File: config.mk
export PLATFORM = sky130hd
export DESIGN_NAME = slewed_hue_ring_ripple_flat
export DESIGN_NICKNAME = d
export VERILOG_FILES = /design/src/rtl/slhr_pkg.sv /design/src/rtl/slhr_req_if.sv /design/src/rtl/slhr_rsp_if.sv /design/src/rtl/slewed_hue_ring_ripple.sv /design/src/rtl/slhr_mul.sv /design/src/flat_wrapper.sv
export SDC_FILE = /design/constraint.sdc
export NUM_CORES = 1
export LEC_CHECK = 0
export BUFFER_PORTS_ARGS = -buffer_cell sky130_fd_sc_hd__buf_2
export CAP_MARGIN = 20
export CORE_ASPECT_RATIO = 1.4
export CORE_MARGIN = 3
export CORE_UTILIZATION = 40
export CTS_CLUSTER_SIZE = 40
export DETAILED_ROUTE_END_ITERATION = 10
export GPL_ROUTABILITY_DRIVEN = 0
export PLACE_DENSITY_LB_ADDON = 0.15
export SKIP_CTS_REPAIR_TIMING = 1
export SLEW_MARGIN = 20
export SYNTH_ARGS = -nofsm -noshare
export SYNTH_HDL_FRONTEND = slang
export SYNTH_HIERARCHICAL = 1
export SYNTH_SLANG_ARGS = --single-unit
File: constraint.sdc
create_clock -name clock -period 11.6 [get_ports clock]
set_clock_uncertainty 0.05 [all_clocks]
set_input_delay 1.16 -clock clock [delete_from_list [all_inputs] [get_ports clock]]
set_output_delay 1.16 -clock clock [all_outputs]
set_load 0.05 [all_outputs]
File: src/rtl/slhr_pkg.sv
// shared types, constants and helper functions for the slewed hue ring ripple block
package slhr_pkg;

   localparam logic [31:0] HOLD_TIME_RESET   = 32'd1000;
   localparam logic [7:0]  PIXEL_COUNT_RESET = 8'd1;
   localparam logic [7:0]  HUE_STEP          = 8'd8;
   localparam logic [7:0]  VALUE_STEP        = 8'd12;
   localparam logic [7:0]  FULL_SCALE        = 8'd255;
   localparam logic [7:0]  RIPPLE_SPAN       = 8'd16;
   localparam int          RING_COUNT        = 4;
   localparam int          MAX_RINGS         = 4;
   localparam int          RING_W            = 2;
   localparam logic [RING_W-1:0] RING_LAST =
      (RING_COUNT > MAX_RINGS) ? RING_W'(MAX_RINGS - 1) :
      (RING_COUNT < 1)         ? RING_W'(0) : RING_W'(RING_COUNT - 1);

   localparam int CSR_INDEX_W = 1;
   localparam int CSR_DATA_W  = 32;

   typedef enum logic [CSR_INDEX_W-1:0] {
      CSR_HOLD_TIME   = 1'b0,
      CSR_PIXEL_COUNT = 1'b1
   } csr_index_type;

   typedef enum logic [2:0] {
      SEG_RED_UP    = 3'd0,
      SEG_RED_DOWN  = 3'd1,
      SEG_BLUE_UP   = 3'd2,
      SEG_GREEN_DN  = 3'd3,
      SEG_RED_RISE  = 3'd4,
      SEG_BLUE_DN   = 3'd5
   } seg_type;

   typedef struct packed {
      seg_type    seg;
      logic [7:0] rem;
   } hue_split_type;

   // six segments of 43 hue steps (the last of 41), remainder scaled by six
   function automatic hue_split_type hue_split(input logic [7:0] hue);
      hue_split_type res;
      logic [7:0]    base;
      logic [7:0]    d;
      priority if (hue >= 8'd215) begin
         res.seg = SEG_BLUE_DN;  base = 8'd215;
      end else if (hue >= 8'd172) begin
         res.seg = SEG_RED_RISE; base = 8'd172;
      end else if (hue >= 8'd129) begin
         res.seg = SEG_GREEN_DN; base = 8'd129;
      end else if (hue >= 8'd86) begin
         res.seg = SEG_BLUE_UP;  base = 8'd86;
      end else if (hue >= 8'd43) begin
         res.seg = SEG_RED_DOWN; base = 8'd43;
      end else begin
         res.seg = SEG_RED_UP;   base = 8'd0;
      end
      d = hue - base;
      res.rem = 8'({d, 2'b00}) + 8'({d, 1'b0});
      return res;
   endfunction

   // floor of x / 255 for x up to 255 * 255
   function automatic logic [7:0] div255(input logic [15:0] x);
      logic [8:0] s;
      s = {1'b0, x[15:8]} + {1'b0, x[7:0]};
      return x[15:8] + ((s >= 9'd255) ? 8'd1 : 8'd0);
   endfunction

   function automatic logic [7:0] slew(input logic [7:0] cur, input logic [7:0] target,
                                       input logic [7:0] step);
      logic [7:0] res;
      if (target > cur) begin
         res = ((target - cur) > step) ? cur + step : target;
      end else begin
         res = ((cur - target) > step) ? cur - step : target;
      end
      return res;
   endfunction

endpackage

File: src/rtl/slhr_req_if.sv
// show frame request channel
interface slhr_req_if;
   logic        valid;
   logic        ready;
   logic        frame_present;
   logic        frame_received;
   logic [31:0] now_ms;
   logic [31:0] rx_ms;
   logic [7:0]  frame_hue;
   logic [7:0]  frame_val;
   logic [15:0] frame_phase;

   modport source (output valid, frame_present, frame_received, now_ms, rx_ms,
                   frame_hue, frame_val, frame_phase, input ready);
   modport sink   (input valid, frame_present, frame_received, now_ms, rx_ms,
                   frame_hue, frame_val, frame_phase, output ready);
endinterface

File: src/rtl/slhr_rsp_if.sv
// colour response channel
interface slhr_rsp_if;
   logic        valid;
   logic        ready;
   logic [1:0]  ring_index;
   logic [7:0]  red;
   logic [7:0]  green;
   logic [7:0]  blue;
   logic [7:0]  intensity;
   logic [15:0] phase_out;
   logic        last;

   modport source (output valid, ring_index, red, green, blue, intensity, phase_out,
                   last, input ready);
   modport sink   (input valid, ring_index, red, green, blue, intensity, phase_out,
                   last, output ready);
endinterface

File: src/rtl/slewed_hue_ring_ripple.sv
// top level: slewed hue and value with per ring ripple, one shared multiplier
//
//   channel  | dir | transfer when        | payload
//   req_chan | in  | valid && ready       | frame fields, times, phase
//   rsp_chan | out | valid && ready       | ring, rgb, intensity, phase, last
//   csr      | in  | csr_we               | hold time, pixel count
//
// a request is taken in idle, then the slew state updates hue and value, then
// each result passes through the shared multiplier steps ripple, q, t and load
// a stalled response holds the sequencer before loading the next result only
// reset is synchronous, clears state and the response valid and loads the default settings
module slewed_hue_ring_ripple (
   input  logic clock,
   input  logic reset,
   slhr_req_if.sink   req_chan,
   slhr_rsp_if.source rsp_chan,
   input  logic                                   csr_we,
   input  logic [slhr_pkg::CSR_INDEX_W-1:0]       csr_index,
   input  logic [slhr_pkg::CSR_DATA_W-1:0]        csr_wdata
);
   import slhr_pkg::*;

   typedef enum logic [2:0] {
      ST_IDLE,
      ST_SLEW,
      ST_MULV,
      ST_MULQ,
      ST_MULT,
      ST_EMIT
   } state_type;

   state_type       state_ff;
   logic [31:0]     hold_time_ff;
   logic [7:0]      pixel_count_ff;
   logic [7:0]      hue_now_ff;
   logic [7:0]      value_now_ff;

   logic            received_ff;
   logic [31:0]     age_ff;
   logic [7:0]      frame_hue_ff;
   logic [7:0]      frame_val_ff;
   logic [15:0]     phase_ff;
   logic [RING_W-1:0] ring_ff;
   logic [7:0]      v_ff;
   logic [7:0]      q_ff;

   logic            rsp_valid_ff;
   logic [1:0]      ring_index_ff;
   logic [7:0]      red_ff;
   logic [7:0]      green_ff;
   logic [7:0]      blue_ff;
   logic [7:0]      intensity_ff;
   logic [15:0]     phase_out_ff;
   logic            last_ff;

   logic [7:0]      op_a;
   logic [7:0]      op_b;
   logic [15:0]     product;
   logic            point_mode;
   logic [RING_W-1:0] ring_last;
   logic [3:0]      ring_phase;
   logic [4:0]      ripple;
   hue_split_type   split;
   logic [7:0]      t_val;
   logic [7:0]      tval;
   logic [7:0]      thue;
   logic            slot_free;
   logic [7:0]      r_sel;
   logic [7:0]      g_sel;
   logic [7:0]      b_sel;

   assign point_mode = (pixel_count_ff == 8'd1);
   assign ring_last  = point_mode ? RING_W'(0) : RING_LAST;
   assign ring_phase = point_mode ? 4'd0 : (phase_ff[3:0] + 4'({ring_ff, 2'b00}));
   assign ripple     = 5'(RIPPLE_SPAN) - {1'b0, ring_phase};
   assign split      = hue_split(hue_now_ff);
   assign t_val      = div255(product);
   assign slot_free  = !rsp_valid_ff || rsp_chan.ready;

   assign tval = !received_ff ? 8'd0 :
                 (age_ff <= hold_time_ff) ? frame_val_ff : {1'b0, frame_val_ff[7:1]};
   assign thue = received_ff ? frame_hue_ff : hue_now_ff;

   always_comb begin
      unique case (state_ff)
         ST_MULV: begin
            op_a = value_now_ff;
            op_b = 8'(ripple);
         end
         ST_MULQ: begin
            op_a = product[11:4];
            op_b = FULL_SCALE - split.rem;
         end
         ST_MULT, ST_EMIT: begin
            op_a = v_ff;
            op_b = split.rem;
         end
         default: begin
            op_a = 8'd0;
            op_b = 8'd0;
         end
      endcase
   end

   always_comb begin
      unique case (split.seg)
         SEG_RED_UP:   begin r_sel = v_ff;  g_sel = t_val; b_sel = 8'd0;  end
         SEG_RED_DOWN: begin r_sel = q_ff;  g_sel = v_ff;  b_sel = 8'd0;  end
         SEG_BLUE_UP:  begin r_sel = 8'd0;  g_sel = v_ff;  b_sel = t_val; end
         SEG_GREEN_DN: begin r_sel = 8'd0;  g_sel = q_ff;  b_sel = v_ff;  end
         SEG_RED_RISE: begin r_sel = t_val; g_sel = 8'd0;  b_sel = v_ff;  end
         default:      begin r_sel = v_ff;  g_sel = 8'd0;  b_sel = q_ff;  end
      endcase
   end

   slhr_mul u_mul (
      .clock   (clock),
      .op_a    (op_a),
      .op_b    (op_b),
      .product (product)
   );

   always_ff @(posedge clock) begin
      if (reset) begin
         state_ff       <= ST_IDLE;
         hold_time_ff   <= HOLD_TIME_RESET;
         pixel_count_ff <= PIXEL_COUNT_RESET;
         hue_now_ff     <= 8'd0;
         value_now_ff   <= 8'd0;
         rsp_valid_ff   <= 1'b0;
         ring_ff        <= '0;
      end else begin
         if (csr_we) begin
            unique case (csr_index_type'(csr_index))
               CSR_HOLD_TIME:   hold_time_ff   <= csr_wdata;
               CSR_PIXEL_COUNT: pixel_count_ff <= csr_wdata[7:0];
               default: ;
            endcase
         end

         if (rsp_valid_ff && rsp_chan.ready && (state_ff != ST_EMIT)) begin
            rsp_valid_ff <= 1'b0;
         end

         unique case (state_ff)
            ST_IDLE: begin
               if (req_chan.valid) begin
                  received_ff  <= req_chan.frame_present & req_chan.frame_received;
                  age_ff       <= req_chan.now_ms - req_chan.rx_ms;
                  frame_hue_ff <= req_chan.frame_hue;
                  frame_val_ff <= req_chan.frame_val;
                  phase_ff     <= req_chan.frame_present ? req_chan.frame_phase : 16'd0;
                  state_ff     <= ST_SLEW;
               end
            end
            ST_SLEW: begin
               hue_now_ff   <= slew(hue_now_ff, thue, HUE_STEP);
               value_now_ff <= slew(value_now_ff, tval, VALUE_STEP);
               ring_ff      <= '0;
               state_ff     <= ST_MULV;
            end
            ST_MULV: begin
               state_ff <= ST_MULQ;
            end
            ST_MULQ: begin
               v_ff     <= product[11:4];
               state_ff <= ST_MULT;
            end
            ST_MULT: begin
               q_ff     <= div255(product);
               state_ff <= ST_EMIT;
            end
            ST_EMIT: begin
               if (slot_free) begin
                  rsp_valid_ff  <= 1'b1;
                  ring_index_ff <= 2'(ring_ff);
                  red_ff        <= r_sel;
                  green_ff      <= g_sel;
                  blue_ff       <= b_sel;
                  intensity_ff  <= value_now_ff;
                  phase_out_ff  <= phase_ff;
                  last_ff       <= (ring_ff == ring_last);
                  if (ring_ff == ring_last) begin
                     state_ff <= ST_IDLE;
                  end else begin
                     ring_ff  <= ring_ff + RING_W'(1);
                     state_ff <= ST_MULV;
                  end
               end
            end
            default: state_ff <= ST_IDLE;
         endcase
      end
   end

   assign req_chan.ready      = (state_ff == ST_IDLE);
   assign rsp_chan.valid      = rsp_valid_ff;
   assign rsp_chan.ring_index = ring_index_ff;
   assign rsp_chan.red        = red_ff;
   assign rsp_chan.green      = green_ff;
   assign rsp_chan.blue       = blue_ff;
   assign rsp_chan.intensity  = intensity_ff;
   assign rsp_chan.phase_out  = phase_out_ff;
   assign rsp_chan.last       = last_ff;
endmodule

File: src/rtl/slhr_mul.sv
// shared 8 by 8 multiplier with registered product
module slhr_mul (
   input  logic        clock,
   input  logic [7:0]  op_a,
   input  logic [7:0]  op_b,
   output logic [15:0] product
);
   logic [15:0] prod_ff;
   logic [15:0] prod_in;

   assign prod_in = 16'(op_a) * 16'(op_b);

   always_ff @(posedge clock) begin
      prod_ff <= prod_in;
   end

   assign product = prod_ff;
endmodule
File: src/flat_wrapper.sv
// flat-port wrapper written by rule: the top's interface ports become plain ports
module slewed_hue_ring_ripple_flat import slhr_pkg::*;
  (clock, reset, csr_we, csr_index, csr_wdata, req_chan_valid, req_chan_frame_present, req_chan_frame_received, req_chan_now_ms, req_chan_rx_ms, req_chan_frame_hue, req_chan_frame_val, req_chan_frame_phase, req_chan_ready, rsp_chan_valid, rsp_chan_ring_index, rsp_chan_red, rsp_chan_green, rsp_chan_blue, rsp_chan_intensity, rsp_chan_phase_out, rsp_chan_last, rsp_chan_ready);
  slhr_req_if req_chan_i ();
  slhr_rsp_if rsp_chan_i ();
  input  logic clock;
  input  logic reset;
  input  logic csr_we;
  input  logic [slhr_pkg::CSR_INDEX_W-1:0] csr_index;
  input  logic [slhr_pkg::CSR_DATA_W-1:0] csr_wdata;
  input wire logic [$bits(req_chan_i.valid)-1:0] req_chan_valid;
  input wire logic [$bits(req_chan_i.frame_present)-1:0] req_chan_frame_present;
  input wire logic [$bits(req_chan_i.frame_received)-1:0] req_chan_frame_received;
  input wire logic [$bits(req_chan_i.now_ms)-1:0] req_chan_now_ms;
  input wire logic [$bits(req_chan_i.rx_ms)-1:0] req_chan_rx_ms;
  input wire logic [$bits(req_chan_i.frame_hue)-1:0] req_chan_frame_hue;
  input wire logic [$bits(req_chan_i.frame_val)-1:0] req_chan_frame_val;
  input wire logic [$bits(req_chan_i.frame_phase)-1:0] req_chan_frame_phase;
  output wire logic [$bits(req_chan_i.ready)-1:0] req_chan_ready;
  output wire logic [$bits(rsp_chan_i.valid)-1:0] rsp_chan_valid;
  output wire logic [$bits(rsp_chan_i.ring_index)-1:0] rsp_chan_ring_index;
  output wire logic [$bits(rsp_chan_i.red)-1:0] rsp_chan_red;
  output wire logic [$bits(rsp_chan_i.green)-1:0] rsp_chan_green;
  output wire logic [$bits(rsp_chan_i.blue)-1:0] rsp_chan_blue;
  output wire logic [$bits(rsp_chan_i.intensity)-1:0] rsp_chan_intensity;
  output wire logic [$bits(rsp_chan_i.phase_out)-1:0] rsp_chan_phase_out;
  output wire logic [$bits(rsp_chan_i.last)-1:0] rsp_chan_last;
  input wire logic [$bits(rsp_chan_i.ready)-1:0] rsp_chan_ready;
  assign req_chan_i.valid = req_chan_valid;
  assign req_chan_i.frame_present = req_chan_frame_present;
  assign req_chan_i.frame_received = req_chan_frame_received;
  assign req_chan_i.now_ms = req_chan_now_ms;
  assign req_chan_i.rx_ms = req_chan_rx_ms;
  assign req_chan_i.frame_hue = req_chan_frame_hue;
  assign req_chan_i.frame_val = req_chan_frame_val;
  assign req_chan_i.frame_phase = req_chan_frame_phase;
  assign req_chan_ready = req_chan_i.ready;
  assign rsp_chan_valid = rsp_chan_i.valid;
  assign rsp_chan_ring_index = rsp_chan_i.ring_index;
  assign rsp_chan_red = rsp_chan_i.red;
  assign rsp_chan_green = rsp_chan_i.green;
  assign rsp_chan_blue = rsp_chan_i.blue;
  assign rsp_chan_intensity = rsp_chan_i.intensity;
  assign rsp_chan_phase_out = rsp_chan_i.phase_out;
  assign rsp_chan_last = rsp_chan_i.last;
  assign rsp_chan_i.ready = rsp_chan_ready;
  slewed_hue_ring_ripple u_core (.clock(clock), .reset(reset), .req_chan(req_chan_i), .rsp_chan(rsp_chan_i), .csr_we(csr_we), .csr_index(csr_index), .csr_wdata(csr_wdata));
endmodule
==> run_results.csv, run 1 <==
group,metric,value,unit
outcome,status,"complete, no violations",
layout,instances_no_fill,2328,
worst_setup_path,regToRegSetupSlack,2.31,ns
power,p_leak,7.72,nW
floorplanning,dieArea,0.0410,mm²
worst_setup_path,crit_type,"flop to flop",
timing,hold_viol,0,
layout,fillers,3668,
worst_setup_path,end_kind,"flop",
logic_synthesis,yosys_warnings,6,
global_route,antenna_found_initial,11,
timing,finalMaxSlewViolations,0,
logic_synthesis,avgSynthCellArea,9.23,µm²
timing,setup_viol,0,
worst_setup_path,required,11.95,ns
timing,rsz0062_at_grt,"false",
placement,port_buffers,188,
route,dr.pass1.iters,6,
global_route,grt_pass1_vias,12500,
floorplanning,rows,84,
worst_hold_path,min_path_type,"flop to flop",
global_route,grt_overflow,0,
clocking,htree_levels,1,
flow_run,drv_cap,0,
clocking,root_buffer,"clkbuf_16",
global_route,grt_start_max_net_pins,55,
logic_synthesis,synthCells,1671,
logic_synthesis,syn-num-nets,2008,
logic_synthesis,synth_cell_types,86,
clocking,clkTransAtPathRegs,0.06,ns
power,ir_worst_vdd,117,µV
logic_synthesis,synth-seq-cells,210,
floorplanning,die_w,172,µm
timing,worstMarginPinSlew,0.894,ns
route,wl,39000,µm
worst_setup_path,cpPeakStageDelay,0.67,ns
floorplanning,pin_count,189,
timing,slew_headroom,0.400,
placement,dp.cells,2280,
route,antenna_left,0,
global_route,grtUsageTotal,0.186,
clocking,cts_tree,"yes",
layout,drive_gt1_frac,0.146,
logic_synthesis,ys.flop_type,"edfxtp_1",
timing,period_minus_slack,9.29,ns
route,vias_per_cell,5.31,
floorplanning,die_y,238,µm
clocking,clock_latency,0.53,ns
timing,fin_ws,2.31,ns
timing,max_freq,108,MHz
worst_setup_path,cp-start-kind,"flop",
logic_synthesis,synth_edf_count,132,
timing,finalCritPeriodShare,0.801,
placement,hpwlAfterDp,30400,µm
layout,final_util,0.467,
route,wl_per_cell,16.7,µm
clocking,cts_sinks,210,
layout,layout_commonest_cell,"buf_2",
layout,area_delta_synth_final,14.6,%
logic_synthesis,syn_area,0.0154,mm²
route,remaining_drc_errors,0,
power,power_density,151,mW/mm²
route,drtIter0Drc,584,
floorplanning,core,0.0378,mm²
placement,place_ws,2.42,ns
floorplanning,initial_core_util,0.408,
logic_synthesis,seq_area_frac_synth,0.358,
clocking,numCtsBuffers,24,
layout,final_cell_mix,"buf_2, inv_1, nand2_1, ha_1, a21oi_1",
global_route,grt_pass1_wl,61900,µm
worst_setup_path,cp.arrival,9.64,ns
logic_synthesis,async_flop_share,0,
worst_setup_path,cp_max_fo,11,
layout,nets,2170,
timing,tns,0,ns
clocking,cts_max_path_buffers,3,
worst_setup_path,cpMaxStageDelayCell,"a21oi_1",
route,vias,12400,
-- metal layers --
layer,global-route usage,share of wire,wire [µm]
met1,0.206,0.39,15100
met2,0.349,0.53,20500
met3,0.0386,0.051,2010
met4,0.0663,0.033,1270
met5,0,0.0021,83
-- where the power goes --
part	switching [mW]	internal (mW)	total, mW
logic	0.545	0.421	0.966
clock network	0.315	0.509	0.824
registers	0.0378	0.839	0.877
-- worst paths after layout --
path,start,to,depth (start not counted)
worst min-delay path,u_core/phase_ff[13],u_core/rsp_chan.phase_out[13],0
worst max register to register,u_core/hue_now_ff[3],u_core/u_mul/product[14],33
worst max-delay path,u_core/hue_now_ff[3],u_core/u_mul/product[14],33
worst min register to register,u_core/phase_ff[13],u_core/rsp_chan.phase_out[13],0
-- cell type report --
cell class              instances  area [µm²]  area share
flip-flops and latches        210        5530       0.313
inverters                     182         683      0.0387
multi-input cells            1218        8970       0.508
diodes                          4        10.0    0.000567
clock inverters                 9         136     0.00772
repair buffers                197        1010      0.0571
well taps                     473         592      0.0335
clock buffers                  35         736      0.0416
-- state kept, by name, summed over array words and instances (netlist names), 16 cells and up --
name                       count
u_core/phase_ff               16
u_core/age_ff                 32
u_core/hold_time_ff           32
u_core/rsp_chan.phase_out     16
u_core/u_mul/product          16
-- logic make-up after synthesis --
group	count (synthesis)	synth area share
simple gates	538	0.171
compound gates	392	0.174
buf+inv	243	0.0605
flops	210	0.358
fa+ha+maj	201	0.184
xor+xnor	68	0.0395
mux	19	0.0133
-- critical path: cells and delay by family (launching register included) --
kind	cells	cell delay (ns)
xor+xnor	2	0.41
buf+inv	5	0.48
mux	1	0.14
compound gates	9	2.17
simple gates	7	1.74
flops	1	0.52
fa+ha+maj	9	3.65
-- stage by stage --
stage          hold WS (ns)  power [mW]  area [µm²]
2_1_floorplan         0.350        1.65       15400
3_5_place_dp          0.356        1.85       16800
4_1_cts               0.375        2.70       17700
5_1_grt               0.377        2.85       17700
6_report              0.373        2.67       17700
3_3_place_gp          0.351        1.83       16800
-- cell usage after synthesis (14+ instances only) --
| library cell | count | area share |
|---|---|---|
| inv_1 | 182 | 0.044 |
| nand2_1 | 169 | 0.041 |
| ha_1 | 159 | 0.13 |
| a21oi_1 | 147 | 0.048 |
| edfxtp_1 | 132 | 0.26 |
| nor2_1 | 109 | 0.027 |
| and2_1 | 80 | 0.032 |
| dfxtp_1 | 78 | 0.10 |
| clkbuf_1 | 51 | 0.012 |
| o21ai_0 | 51 | 0.017 |
| nand3_1 | 48 | 0.016 |
| xnor2_1 | 46 | 0.026 |
| fa_1 | 42 | 0.055 |
| nor2b_1 | 28 | 0.011 |
| nor3_1 | 26 | 0.0084 |
| a21o_1 | 25 | 0.012 |
| nand2b_1 | 22 | 0.0089 |
| xor2_1 | 21 | 0.012 |
| a222oi_1 | 17 | 0.011 |
| mux2i_1 | 16 | 0.010 |
| o211ai_1 | 14 | 0.0068 |
Note: power is estimated with default switching activity, not from simulation.
==> run 2: changes to the inputs <==
- clock period: 11.6 -> 8.5 ns (I/O delays scaled with it)
==> run 2 against run 1 <==
  * Final cell count grew 0.34%
  * Count of clock-buffer cells in the layout shrank 7
  * Maximum frequency grew 16%
  * Worst setup slack lost 1.8 ns
  * Hold slack lost 0.0077 ns
  * Clock power grew 21%
  * Power grew 33%
  * First-iteration DRC count grew 14%
  * Non-clock buffer count grew 10
  * Core utilization shrank 0.066 points
  * Critical path depth shrank 2
  * Sequential power grew 36%
==> run_results.csv, run 2 (synthesis results as in run 1) <==
group,metric,value,unit
outcome,status,"complete, no violations",
floorplanning,rows,84,
timing,hold_viol,0,
worst_setup_path,path_common_cell,"fa_1",
worst_setup_path,r2r_end,"u_core/u_mul/product[14]",
timing,finalMaxSlewViolations,0,
route,dr.pass1.iters,6,
worst_setup_path,end_kind,"flop",
global_route,grt_start_max_net_pins,55,
timing,setup_viol,0,
power,p_clk_frac,0.283,
clocking,htree_levels,1,
timing,rsz0062_at_grt,"false",
layout,drive_gt1_frac,0.153,
global_route,grt_pass1_wl,62300,µm
worst_setup_path,crit_type,"flop to flop",
worst_setup_path,crit_buf_inv,4,
power,pwr-share-comb,0.381,
worst_setup_path,cpMaxStageDelayCell,"fa_1",
worst_setup_path,regToRegSetupSlack,0.52,ns
worst_setup_path,critPathTopFamily,"adder cells",
worst_setup_path,timing.rr.start,"u_core/hue_now_ff[3]",
worst_setup_path,cp-start-kind,"flop",
power,p_leak,7.72,nW
clocking,cts_sinks,210,
timing,finalCritPeriodShare,0.939,
power,power,3.54,mW
power,power_density,201,mW/mm²
timing,max_freq,125,MHz
floorplanning,die_y,238,µm
clocking,numCtsBuffers,23,
layout,final_cell_mix,"buf_2, inv_1, nand2_1, ha_1, a21oi_1",
floorplanning,initial_core_util,0.408,
route,vias,12500,
floorplanning,core,0.0378,mm²
layout,area_delta_synth_final,14.4,%
placement,hpwlAfterDp,30700,µm
clocking,cts_tree,"yes",
route,remaining_drc_errors,0,
clocking,clock_latency,0.53,ns
layout,reg.largest.list,"u_core/age_ff: 32 flops, u_core/hold_time_ff: 32 flops",
global_route,antenna_found_initial,9,
clocking,cts_max_path_buffers,3,
power,ir_worst_vdd,185,µV
floorplanning,die_w,172,µm
worst_setup_path,cp.arrival,8.33,ns
placement,port_buffers,188,
route,vias_per_cell,5.37,
worst_hold_path,hold_start,"u_core/phase_ff[13]",
layout,layout_commonest_cell,"buf_2",
floorplanning,pin_count,189,
clocking,root_buffer,"clkbuf_16",
worst_hold_path,holdPathStages,0,
worst_setup_path,reg2reg_depth,31,
worst_setup_path,cp_max_fo,10,
power,power.switching,1.23,mW
power,switching_share,0.348,
power,cell_internal_pwr,2.31,mW
route,wl_per_cell,16.8,µm
route,antenna_left,0,
timing,period_minus_slack,7.98,ns
layout,nets,2179,
timing,tns,0,ns
flow_run,drv_cap,0,
timing,slew_headroom,0.402,
route,drtIter0Drc,665,
worst_hold_path,hold_path_end,"u_core/rsp_chan.phase_out[13]",
worst_hold_path,min_path_type,"flop to flop",
worst_setup_path,cpPeakStageDelay,0.55,ns
floorplanning,dieArea,0.0410,mm²
worst_setup_path,required,8.85,ns
global_route,grt_overflow,0,
global_route,grt_pass1_vias,12500,
clocking,clkTransAtPathRegs,0.06,ns
timing,worstMarginPinSlew,0.894,ns
power,sequentialPowerShare,0.335,
global_route,grtUsageTotal,0.187,
route,wl,39300,µm
==> run 2: changes by cell type in the layout (fill, tap and decap cells not counted), sizes merged <==
cell    previous run  this run
inv              184       183
clkbuf            35        28
bufinv             3         2
clkinv             1         8
buf              197       207
==> run 2: per-layer routing <==
metal | up-vias | share of wire | track usage
met5 | - | 0.0014 | 0
met4 | 10 | 0.028 | 0.0598
met3 | 80 | 0.054 | 0.0366
met2 | 310 | 0.53 | 0.354
met1 | 5908 | 0.39 | 0.206
li1 | 6235 | - | -
==> run 2: how the worst max path moves through the flow <==
stage	from	end	slack, ns	depth (start not counted)
2_1_floorplan	u_core/hue_now_ff[3]	u_core/u_mul/product[14]	0.41	35
3_3_place_gp	u_core/hue_now_ff[3]	u_core/u_mul/product[14]	0.47	33
3_5_place_dp	u_core/hue_now_ff[3]	u_core/u_mul/product[14]	0.31	31
4_1_cts	u_core/hue_now_ff[3]	u_core/u_mul/product[14]	0.26	31
5_1_grt	u_core/hue_now_ff[3]	u_core/u_mul/product[14]	0.009	35
6_report	u_core/hue_now_ff[3]	u_core/u_mul/product[14]	0.52	31
==> run 2: final cells by class <==
class | instances | area (µm²)
antenna | 4 | 10.0
clock buffer | 28 | 604
clock inverter | 14 | 144
fill | 3702 | 20200
inverter | 182 | 683
multi-input combinational | 1218 | 8990
sequential | 210 | 5530
tap | 473 | 592
timing repair buffer | 207 | 1090
==> run 2: power by group through the flow <==
stage | clock network [mW] | registers, mW | logic [mW]
floorplan | 0 | 1.19 | 1.06
global placement | 0 | 1.21 | 1.31
detailed placement | 0 | 1.21 | 1.33
CTS | 1.04 | 1.19 | 1.34
global route | 1.07 | 1.19 | 1.50
finish | 1.00 | 1.19 | 1.35
==> run 2: through the flow <==
stage | setup slack [ns] | hold WS, ns | utilization | instance area, µm² | cells
after floorplan | 0.413 | 0.350 | - | 15400 | 1671
after global placement | 0.468 | 0.351 | 0.445 | 16900 | 2289
after detailed placement | 0.307 | 0.357 | 0.446 | 16900 | 2290
after CTS | 0.257 | 0.367 | 0.466 | 17600 | 2332
after global routing | 0.00902 | 0.376 | 0.466 | 17600 | 2333
final | 0.522 | 0.365 | 0.466 | 17600 | 2336
==> run 2: worst register-to-register path, delay by kind of cell (launching register included) <==
kind | cells | cell delay, ns
adders and majority gates | 8 | 3.45
AOI/OAI and AO/OA | 10 | 1.96
and+or+nand+nor | 5 | 0.82
xor gates and xnor gates | 3 | 0.69
DFF | 1 | 0.43
buffers and inverters | 4 | 0.33
muxes | 1 | 0.14
==> run 3: changes to the inputs <==
- RECOVER_POWER: unset -> 50
==> run 3 against run 2 <==
  * Cell area shrank 0.33%
  * Maximum frequency is 0.12% higher
  * Highest routed layer unchanged
  * Sequential share of layout area up 0.10 points
  * Final cell count unchanged
  * The run now ends with max-capacitance violations, max-slew violations left
==> run_results.csv, run 3 (synthesis results as in run 1) <==
group,metric,value,unit
outcome,status,"finished, violations left",
outcome,violations,"max-capacitance violations, max-slew violations",
worst_hold_path,hold_path_end,"u_core/rsp_chan.phase_out[13]",
global_route,grtUsageTotal,0.187,
floorplanning,initial_core_util,0.408,
timing,finalMaxSlewViolations,83,
worst_hold_path,min_path_type,"flop to flop",
route,wl_per_cell,16.8,µm
timing,worstMarginPinSlew,3.01,ns
clocking,cts_max_path_buffers,3,
clocking,root_buffer,"clkbuf_16",
placement,port_buffers,188,
layout,drive_gt1_frac,0.133,
floorplanning,rows,84,
route,vias_per_cell,5.35,
timing,finalCritPeriodShare,0.937,
global_route,antenna_found_initial,9,
clocking,htree_levels,1,
power,power,3.53,mW
timing,slew_headroom,-1.01,
worst_setup_path,regToRegSetupSlack,0.53,ns
floorplanning,die_w,172,µm
worst_setup_path,end_kind,"flop",
floorplanning,core,0.0378,mm²
layout,reg.largest.list,"u_core/age_ff: 32 flops, u_core/hold_time_ff: 32 flops",
floorplanning,dieArea,0.0410,mm²
global_route,grt_pass1_wl,62300,µm
worst_setup_path,cp-start-kind,"flop",
global_route,grt_start_max_net_pins,55,
route,antenna_left,0,
route,wl,39200,µm
timing,rsz0062_at_grt,"false",
layout,area_delta_synth_final,14.0,%
clocking,clkTransAtPathRegs,0.07,ns
worst_setup_path,reg2reg_depth,31,
timing,max_freq,125,MHz
worst_setup_path,cp.arrival,8.32,ns
clocking,numCtsBuffers,23,
layout,layout_commonest_cell,"inv_1",
timing,period_minus_slack,7.97,ns
timing,tns,0,ns
layout,final_cell_mix,"inv_1, nand2_1, ha_1, buf_2, a21oi_1",
power,ir_worst_vdd,185,µV
worst_setup_path,required,8.85,ns
flow_run,drv_cap,2,
worst_setup_path,cp_max_fo,10,
floorplanning,pin_count,189,
layout,nets,2179,
worst_setup_path,cpMaxStageDelayCell,"fa_1",
placement,hpwlAfterDp,30700,µm
worst_hold_path,hold_start,"u_core/phase_ff[13]",
worst_hold_path,holdPathStages,0,
worst_setup_path,timing.rr.start,"u_core/hue_now_ff[3]",
route,drtIter0Drc,610,
clocking,clock_latency,0.53,ns
route,remaining_drc_errors,0,
power,p_leak,7.61,nW
route,vias,12500,
clocking,cts_tree,"yes",
global_route,grt_pass1_vias,12500,
worst_setup_path,r2r_end,"u_core/u_mul/product[14]",
timing,hold_viol,0,
global_route,grt_overflow,0,
power,power_density,201,mW/mm²
worst_setup_path,crit_type,"flop to flop",
floorplanning,die_y,238,µm
clocking,cts_sinks,210,
worst_setup_path,cpPeakStageDelay,0.55,ns
worst_setup_path,path_common_cell,"fa_1",
route,dr.pass1.iters,7,
timing,setup_viol,0,
-- run 3: routing by layer --
layer,vias up,wire length [µm],global-route usage
li1,6240,-,-
met1,5890,15100,0.206
met2,281,20900,0.354
met3,79,2100,0.0366
met4,10,1080,0.0598
met5,-,56,0
-- run 3: how the worst max path moves through the flow --
stage                               end  slack, ns  cells past startpoint            startpoint
6_report       u_core/u_mul/product[14]       0.53                     31  u_core/hue_now_ff[3]
5_1_grt        u_core/u_mul/product[14]      0.009                     35  u_core/hue_now_ff[3]
4_1_cts        u_core/u_mul/product[14]       0.26                     31  u_core/hue_now_ff[3]
3_5_place_dp   u_core/u_mul/product[14]       0.31                     31  u_core/hue_now_ff[3]
3_3_place_gp   u_core/u_mul/product[14]       0.47                     33  u_core/hue_now_ff[3]
2_1_floorplan  u_core/u_mul/product[14]       0.41                     35  u_core/hue_now_ff[3]
-- run 3: stage by stage --
stage / setup slack (ns) / std cells / instance area (µm²) / hold slack (ns) / util
floorplan: 0.413 / 1671 / 15400 / 0.350 / -
global placement: 0.468 / 2289 / 16900 / 0.351 / 0.445
detailed placement: 0.307 / 2290 / 16900 / 0.357 / 0.446
CTS: 0.257 / 2332 / 17600 / 0.367 / 0.466
global route: 0.00902 / 2333 / 17600 / 0.376 / 0.464
finish: 0.532 / 2336 / 17600 / 0.365 / 0.465
-- run 3: critical path, delay by kind of cell, from the launching register on --
family	cells	cell delay, ns
fa+ha+maj	8	3.45
compound gates	10	1.93
simple gates	5	0.82
xor+xnor	3	0.69
flops	1	0.43
buf+inv	4	0.33
mux	1	0.14
-- run 3: layout make-up --
| type | count | area, µm² |
|---|---|---|
| multi-input combinational | 1218 | 8980 |
| fill | 3720 | 20300 |
| clock buffer | 28 | 604 |
| inverter | 182 | 683 |
| tap | 473 | 592 |
| timing repair buffer | 207 | 1040 |
| clock inverter | 14 | 144 |
| antenna | 4 | 10.0 |
| sequential | 210 | 5530 |
-- run 3: power by group --
| part | total (mW) | leakage [nW] | internal [mW] | switching, mW |
|---|---|---|---|---|
| Clock | 1.00 | 0.356 | 0.573 | 0.428 |
| Combinational | 1.34 | 5.40 | 0.586 | 0.759 |
| Sequential | 1.19 | 1.86 | 1.15 | 0.0413 |
